<file path="config.mk">
export PLATFORM = sky130hd
export DESIGN_NAME = vdc_front
export DESIGN_NICKNAME = d
export VERILOG_FILES = /design/src/design/vdc_pkg.sv /design/src/design/vdc_front.sv
export SDC_FILE = /design/constraint.sdc
export NUM_CORES = 1
export LEC_CHECK = 0
export BUFFER_PORTS_ARGS = -buffer_cell sky130_fd_sc_hd__buf_4
export CORE_MARGIN = 4
export CORE_UTILIZATION = 55
export CTS_CLUSTER_DIAMETER = 100
export CTS_CLUSTER_SIZE = 10
export DETAILED_ROUTE_END_ITERATION = 7
export GPL_ROUTABILITY_DRIVEN = 1
export PLACE_DENSITY = 0.94
export REMOVE_ABC_BUFFERS = 1
export SYNTH_ARGS = -nofsm -noshare
export SYNTH_HDL_FRONTEND = slang
export SYNTH_SLANG_ARGS = --single-unit
</file>
<file path="constraint.sdc">
create_clock -name clk_i -period 4.1 [get_ports clk_i]
set_input_delay 0.41 -clock clk_i [delete_from_list [all_inputs] [get_ports clk_i]]
set_output_delay 0.41 -clock clk_i [all_outputs]
set_load 0.01 [all_outputs]
</file>
<file path="src/design/vdc_pkg.sv">
// Shared types, constants and helper functions of the video controller register port.
// Used by the front, back and top-level modules; no dependencies.
package vdc_pkg;

  localparam int VRAM_DEPTH = 65536;
  localparam int VRAM_AW    = $clog2(VRAM_DEPTH);
  localparam int REG_COUNT  = 38;
  localparam int REG_DEPTH  = 64;
  localparam int REG_AW     = $clog2(REG_DEPTH);
  localparam int CFG_IDX_W  = 1;
  localparam int CFG_DATA_W = 3;

  localparam logic [1:0] CMD_PORT_RD = 2'd0;
  localparam logic [1:0] CMD_PORT_WR = 2'd1;
  localparam logic [1:0] CMD_RAM_RD  = 2'd2;
  localparam logic [1:0] CMD_RAM_WR  = 2'd3;

  localparam logic [CFG_IDX_W-1:0] CFG_RAM_64K  = 1'd0;
  localparam logic [CFG_IDX_W-1:0] CFG_CHIP_REV = 1'd1;

  localparam logic [REG_AW-1:0] REG_UPD_HI   = 6'd18;
  localparam logic [REG_AW-1:0] REG_UPD_LO   = 6'd19;
  localparam logic [REG_AW-1:0] REG_BLK_MODE = 6'd24;
  localparam logic [REG_AW-1:0] REG_RAM_CFG  = 6'd28;
  localparam logic [REG_AW-1:0] REG_WORD_CNT = 6'd30;
  localparam logic [REG_AW-1:0] REG_DATA     = 6'd31;
  localparam logic [REG_AW-1:0] REG_SRC_HI   = 6'd32;
  localparam logic [REG_AW-1:0] REG_SRC_LO   = 6'd33;

  typedef enum logic [2:0] {
    KIND_STATUS,
    KIND_SELECT,
    KIND_REG_RD,
    KIND_REG_WR,
    KIND_RAM_RD,
    KIND_RAM_WR
  } kind_e;

  typedef struct packed {
    kind_e       kind;
    logic [15:0] addr;
    logic [7:0]  data;
    logic        vblank;
  } entry_t;

  // Bits of each register that are not implemented and read back as one.
  function automatic logic [7:0] unused_bits(logic [REG_AW-1:0] idx);
    logic [7:0] v;
    case (idx)
      6'd5, 6'd9, 6'd11, 6'd23, 6'd29: v = 8'hE0;
      6'd8:    v = 8'hFC;
      6'd10:   v = 8'h80;
      6'd36:   v = 8'hF0;
      6'd37:   v = 8'h3F;
      default: v = 8'h00;
    endcase
    return v;
  endfunction

  function automatic logic [VRAM_AW-1:0] mask_addr(logic [15:0] a, logic ram_64k);
    logic [15:0] m;
    m = ram_64k ? a : {2'b00, a[13:0]};
    return m[VRAM_AW-1:0];
  endfunction

endpackage

</file>
<file path="src/design/vdc_front.sv">
// Front end: accepts host commands, classifies them and queues them for the back end.
// Depends on vdc_pkg.
module vdc_front (
  input  logic            clk_i,
  input  logic            rst_ni,
  input  logic            start_i,
  input  logic [1:0]      cmd_i,
  input  logic [15:0]     addr_i,
  input  logic [7:0]      data_i,
  input  logic            in_vblank_i,
  output logic            busy_o,
  output logic            q_valid_o,
  output vdc_pkg::entry_t entry_o,
  input  logic            pop_i
);
  import vdc_pkg::*;

  entry_t     slot_q [2];
  logic       wr_ptr_q, rd_ptr_q;
  logic [1:0] count_q;
  logic       push;
  entry_t     new_entry;

  always_comb begin
    new_entry.addr   = addr_i;
    new_entry.data   = data_i;
    new_entry.vblank = in_vblank_i;
    case (cmd_i)
      CMD_PORT_RD: new_entry.kind = addr_i[0] ? KIND_REG_RD : KIND_STATUS;
      CMD_PORT_WR: new_entry.kind = addr_i[0] ? KIND_REG_WR : KIND_SELECT;
      CMD_RAM_RD:  new_entry.kind = KIND_RAM_RD;
      default:     new_entry.kind = KIND_RAM_WR;
    endcase
  end

  assign busy_o    = (count_q == 2'd2);
  assign q_valid_o = (count_q != 2'd0);
  assign push      = start_i && !busy_o;
  assign entry_o   = slot_q[rd_ptr_q];

  always_ff @(posedge clk_i) begin
    if (push) begin
      slot_q[wr_ptr_q] <= new_entry;
    end
  end

  always_ff @(posedge clk_i or negedge rst_ni) begin
    if (!rst_ni) begin
      wr_ptr_q <= 1'b0;
      rd_ptr_q <= 1'b0;
      count_q  <= 2'd0;
    end else begin
      if (push) begin
        wr_ptr_q <= ~wr_ptr_q;
      end
      if (pop_i) begin
        rd_ptr_q <= ~rd_ptr_q;
      end
      case ({push, pop_i})
        2'b10:   count_q <= count_q + 2'd1;
        2'b01:   count_q <= count_q - 2'd1;
        default: count_q <= count_q;
      endcase
    end
  end

endmodule

</file>
After elaboration in Yosys (flattened, before gate mapping)

Memories as Yosys holds them, arrays and structs flattened.
Cells that the tools add are included.

$add $sub $neg: 2
Equality and inequality tests: 5
Multiplexer cells: 6
Bitwise gates (word level): 2
Reduce and logical (&&, ||, !) cells: 5

Operator list:

| operator                                                               | count |
|---|---|
| 3-bit case mux with 3 select lines                                     | 1 |
| 2-bit equality test (second input constant)                            | 3 |
| 2-bit by 1-bit equality test with 1-bit output (second input constant) | 2 |
| 2-bit 2-to-1 mux                                                       | 2 |
| 2-bit case mux with 2 select lines                                     | 1 |
| 2-bit nonzero test                                                     | 2 |
| 2-bit by 1-bit adder with 2-bit output (second input constant)         | 1 |
| 2-bit logical NOT                                                      | 1 |
| 1-bit 2-to-1 mux                                                       | 2 |
| 1-bit NOT                                                              | 2 |
| 2-bit by 1-bit subtractor with 2-bit output (second input constant)    | 1 |
| 1-bit logical AND                                                      | 1 |
| 1-bit logical NOT                                                      | 1 |

Flip-flop bits (word level): 4
Bits in writable memories: 56
Bits of input ports: 31
Output and inout port bits: 30
Logic and storage cells: 24
Memories kept: 1

Memory list:

| memory | words | width | read ports | clocked after memory_dff | wr ports | RTL line        | text |
|---|---|---|---|---|---|---|---|
| slot_q | 2     | 28    | 1          | 0                        | 1        | vdc_front.sv:18 | `entry_t slot_q [2];` |

Depth between registers and ports, before layout

Depth after elaboration: 5
Depth in mapped cells: 6
Mapped depth without buffers: 6

Worst setup path after synthesis

Ideal clock, no wire load.

Kind: flip-flop to flip-flop
From: register count_q[0]
To: memory slot_q[0][0] (netlist name), enable pin
Setup time: 0.413 ns
Arrival time: 1.818 ns
Data required time: 3.687 ns
Setup slack: 1.869 ns
Cell stages (with the launch flop): 4
Buffers on the path: 0
Period minus slack after synthesis: 2.231 ns
Path through: dfrtp_1 > nand2b_1 > nand2_1 > nor2_1

Cells in the longest elaborated chain, start to end: 5

Ends and longest elaborated chain:

| item                                   | RTL line        | text |
|---|---|---|
| start, declared                        | vdc_front.sv:20 | `logic [1:0] count_q;` |
| start signal, assigned                 | vdc_front.sv:60 | `2'b10: count_q <= count_q + 2'd1;` |
| start signal, assigned                 | vdc_front.sv:61 | `2'b01: count_q <= count_q - 2'd1;` |
| start signal, assigned                 | vdc_front.sv:62 | `default: count_q <= count_q;` |
| 2-bit equality test                    | vdc_front.sv:36 | `assign busy_o = (count_q == 2'd2);` |
| 1-bit logical NOT                      | vdc_front.sv:38 | `assign push = start_i && !busy_o;` |
| 1-bit logical AND                      | vdc_front.sv:38 |  |
| 1-bit 2-to-1 mux                       | vdc_front.sv:42 | `if (push) begin` |
| 1-bit 2-to-1 mux (not written as such) | vdc_front.sv:43 | `slot_q[wr_ptr_q] <= new_entry;` |
| end, declared                          | vdc_front.sv:18 |  |

Every way passes these cells.

==> tab_implementation.tex <==
\begin{tabular}{lr}
\hline
Metric & Value \\
\hline
\multicolumn{2}{l}{\textbf{Global routing}} \\
Antenna violations before repair & 0 \\
Combined global-route utilization of all metal layers & 17.6\% \\
Final global-route overflow total & 0 \\
Global-route wire length before repair & approximately 6500 um \\
Largest net degree at the start of global routing & 29 \\
Number of global-route vias before repair & 1264 \\
\multicolumn{2}{l}{\textbf{Route}} \\
DR WL/cell & 18.4 um \\
DR iter-0 viols & 73 \\
Vias per cell & 5.16 \\
Number of remaining DRC errors & 0 \\
Number of nets with antenna violations after routing & 0 \\
Wire length reported by the detailed router & 4250 um \\
Via total after detailed routing & 1192 \\
First-pass iteration count of the detailed router & 4 \\
\multicolumn{2}{l}{\textbf{Timing}} \\
Unrepaired setup endpoints after global routing & false \\
Total count of max-transition violations in the final report & 0 \\
Slew margin rel. & 13.9\% \\
Final Hold Viols & 0 \\
Setup violation total in the final timing report & 0 \\
Part of the cycle the worst path needs & a little over half \\
Slew of the pin with the lowest slew margin & roughly 1300 ps \\
Worst clock skew & 5.82 ps \\
Maximum operating frequency & 444 MHz \\
Shortest clock period the worst path allows after layout & 2250 ps \\
Total Neg Setup Slack & 0 ps \\
\multicolumn{2}{l}{\textbf{Clock network}} \\
CTS HTree Levels & 3 \\
Post-CTS Setup Inserts & 0 \\
Number of buffers between clock root and the deepest sink & 2 \\
Clock-pin slew on the worst setup and hold paths & 70 ps \\
Number of clock sinks & 60 \\
TritonCTS clock tree & yes \\
Number of buffers added by the clock tree synthesis step & 9 \\
Root buf cell & clkbuf\_8 \\
Source-to-sink clock delay at the later pin of the worst-skew pair & 320 ps \\
\multicolumn{2}{l}{\textbf{Placed design}} \\
Cells after DPL & 214 \\
Number of buffers added on ports & 60 \\
Half-perimeter wire length after detailed placement & 2840 um \\
Final Wtd Congestion & 0.756 \\
\multicolumn{2}{l}{\textbf{Critical path}} \\
Setup crit end kind & output pin \\
Category of the worst setup path launch point & flop \\
Worst EP arrival & 1840 ps \\
Crit Path Class & flop to output pin \\
Top fanout value on the critical path & 20 \\
Data required, critical path & around 3700 ps \\
\multicolumn{2}{l}{\textbf{Power}} \\
Post-route total power & 2.15 mW \\
Worst-case vdd ir drop & 0.000557 V \\
LEAKAGE & 1.18 nW \\
Ratio of total power to cell area & $\sim$720 mW/mm\^{}2 \\
\multicolumn{2}{l}{\textbf{Yosys}} \\
Most frequent cells after synthesis & 56 x edfxtp\_1, 18 x mux2\_2, 10 x mux2\_4 \\
Post-synth cell types & 18 \\
Number of standard cells after synthesis & 107 \\
Most frequently used cell type in the post-synthesis netlist & edfxtp\_1 \\
Register area share after synthesis & 78.4\% \\
Warnings from Yosys & 0 \\
Most area-consuming cells after synthesis & edfxtp\_1 74\%, mux2\_2 8.9\%, mux2\_4 6.6\% \\
Synthesized flop and latch total & 60 \\
Biggest area consumer among synthesized cells & edfxtp\_1 \\
Average instance area after synthesis & 21.2 sq um \\
Area share of the leading cell type in the synthesized netlist & 74.0\% \\
Syn Std Cell Area & 0.00227 sq mm \\
Async set-reset flop share out of synthesis & 6.67\% \\
Top flip-flop cell by instance count after synthesis & edfxtp\_1 \\
Number of enable flip-flop cells after synthesis & 56 \\
\multicolumn{2}{l}{\textbf{Finish}} \\
Number of nets at the end of the flow & 208 \\
Antenna diode instance count & 0 \\
Layout cell share with drive strength beyond 1 & 58.0\% \\
Area growth from synthesis to layout & 31.0\% \\
Number of standard cells in the final layout excluding fillers & 231 \\
\multicolumn{2}{l}{\textbf{Floorplan}} \\
Die H & 72.3 um \\
Die Footprint & around 0.0052 sq mm \\
Ports placed on the boundary & 61 \\
Core ar. & 0.00400 sq mm \\
Width of the die & 72.3 um \\
Initial core utilization & 56.8\% \\
Row Count & 23 \\
\multicolumn{2}{l}{\textbf{Run}} \\
Maximum capacitance violations & 0 \\
\multicolumn{2}{l}{\textbf{Hold path}} \\
Hold Path Class & input pin to flop \\
\multicolumn{2}{l}{\textbf{Run status}} \\
Run status & complete, no violations \\
\hline
\end{tabular}
==> repair_timing <==
action                    CTS  global route
hold endpoints to repair    4             0
hold buffers                1             0
gates resized for setup     0             0
==> cells in the final DEF, fill, tap and decap left out, types with 2 or more instances in the layout <==
cell type   n
mux2_2     18
clkinv_1    3
clkinv_2    2
dfrtp_1     4
xnor2_1     3
bufinv_16   2
clkbuf_8    9
xor2_1      2
buf_4      62
mux2_4     10
edfxtp_1   56
==> routing by layer <==
| layer | global-route usage, % | wire, um | vias up | part of all wire, % |
|---|---|---|---|---|
| met2 | 29.6 | 2230 | 59 | 53 |
| li1 | - | - | 544 | - |
| met1 | 20.8 | 1640 | 584 | 39 |
| met3 | 6.51 | 326 | 5 | 7.7 |
| met4 | 6.26 | 51 | 0 | 1.2 |
| met5 | 0 | 0 | - | 0 |
==> worst max-delay path: stages (launching register included) <==
cell	delay, ps
dfrtp_1	590
buf_4	390
mux2_2	390
buf_4	150
==> flip-flops by register name (all words and copies together), names as in the netlist <==
| register | count |
|---|---|
| rd_ptr_q | 1 |
| wr_ptr_q | 1 |
| slot_q | 56 |
| count_q | 2 |
==> per-stage QoR <==
stage	setup slack (ps)	util (%)	cell area (sq um)	hold WS, ps
after global routing	1750	74.4	2980	253
after global placement	2210	69.0	2760	206
after detailed placement	2080	69.0	2760	210
after CTS	1810	74.4	2980	259
after floorplan	1870	-	2230	114
final	1850	74.4	2980	270
==> power by group <==
part / internal, mW / switching (mW)
combinational: 0.374 / 0.314
sequential: 0.845 / 0.0686
clock: 0.334 / 0.214
total: 1.55 / 0.597
==> area by class of cell <==
cell class / instances / area (sq um)
Sequential cell: 60 / 1780
Clock inverter: 7 / 81.3
Clock buffer: 9 / 124
Tap cell: 50 / 62.6
Fill cell: 221 / 1020
Timing Repair Buffer: 63 / 475
Inverter: 1 / 3.75
Multi-Input combinational cell: 41 / 448
==> logic make-up after synthesis <==
group,after synthesis,share of synthesized area (%)
DFF,60,78.4
muxes,28,15.5
and+or+nand+nor,7,1.60
buffers and inverters,6,1.98
xor gates and xnor gates,5,1.93
adders and majority gates,1,0.551
==> final timing paths <==
path,from,endpoint,slack (ps),depth (start not counted)
min in group asynchronous,rst_ni,count_q[0]$_DFFE_PN0P_,410,2
worst min-delay path,addr_i[15],slot_q[1][24]$_DFFE_PP_,270,1
worst max-delay path,rd_ptr_q$_DFFE_PN0P_,entry_o[2],1850,3
max in group asynchronous,rst_ni,rd_ptr_q$_DFFE_PN0P_,3580,2
worst min register to register,count_q[1]$_DFFE_PN0P_,count_q[1]$_DFFE_PN0P_,520,1
worst max register to register,count_q[0]$_DFFE_PN0P_,slot_q[1][11]$_DFFE_PP_,2060,2
Power figures use the tool's default switching activity.
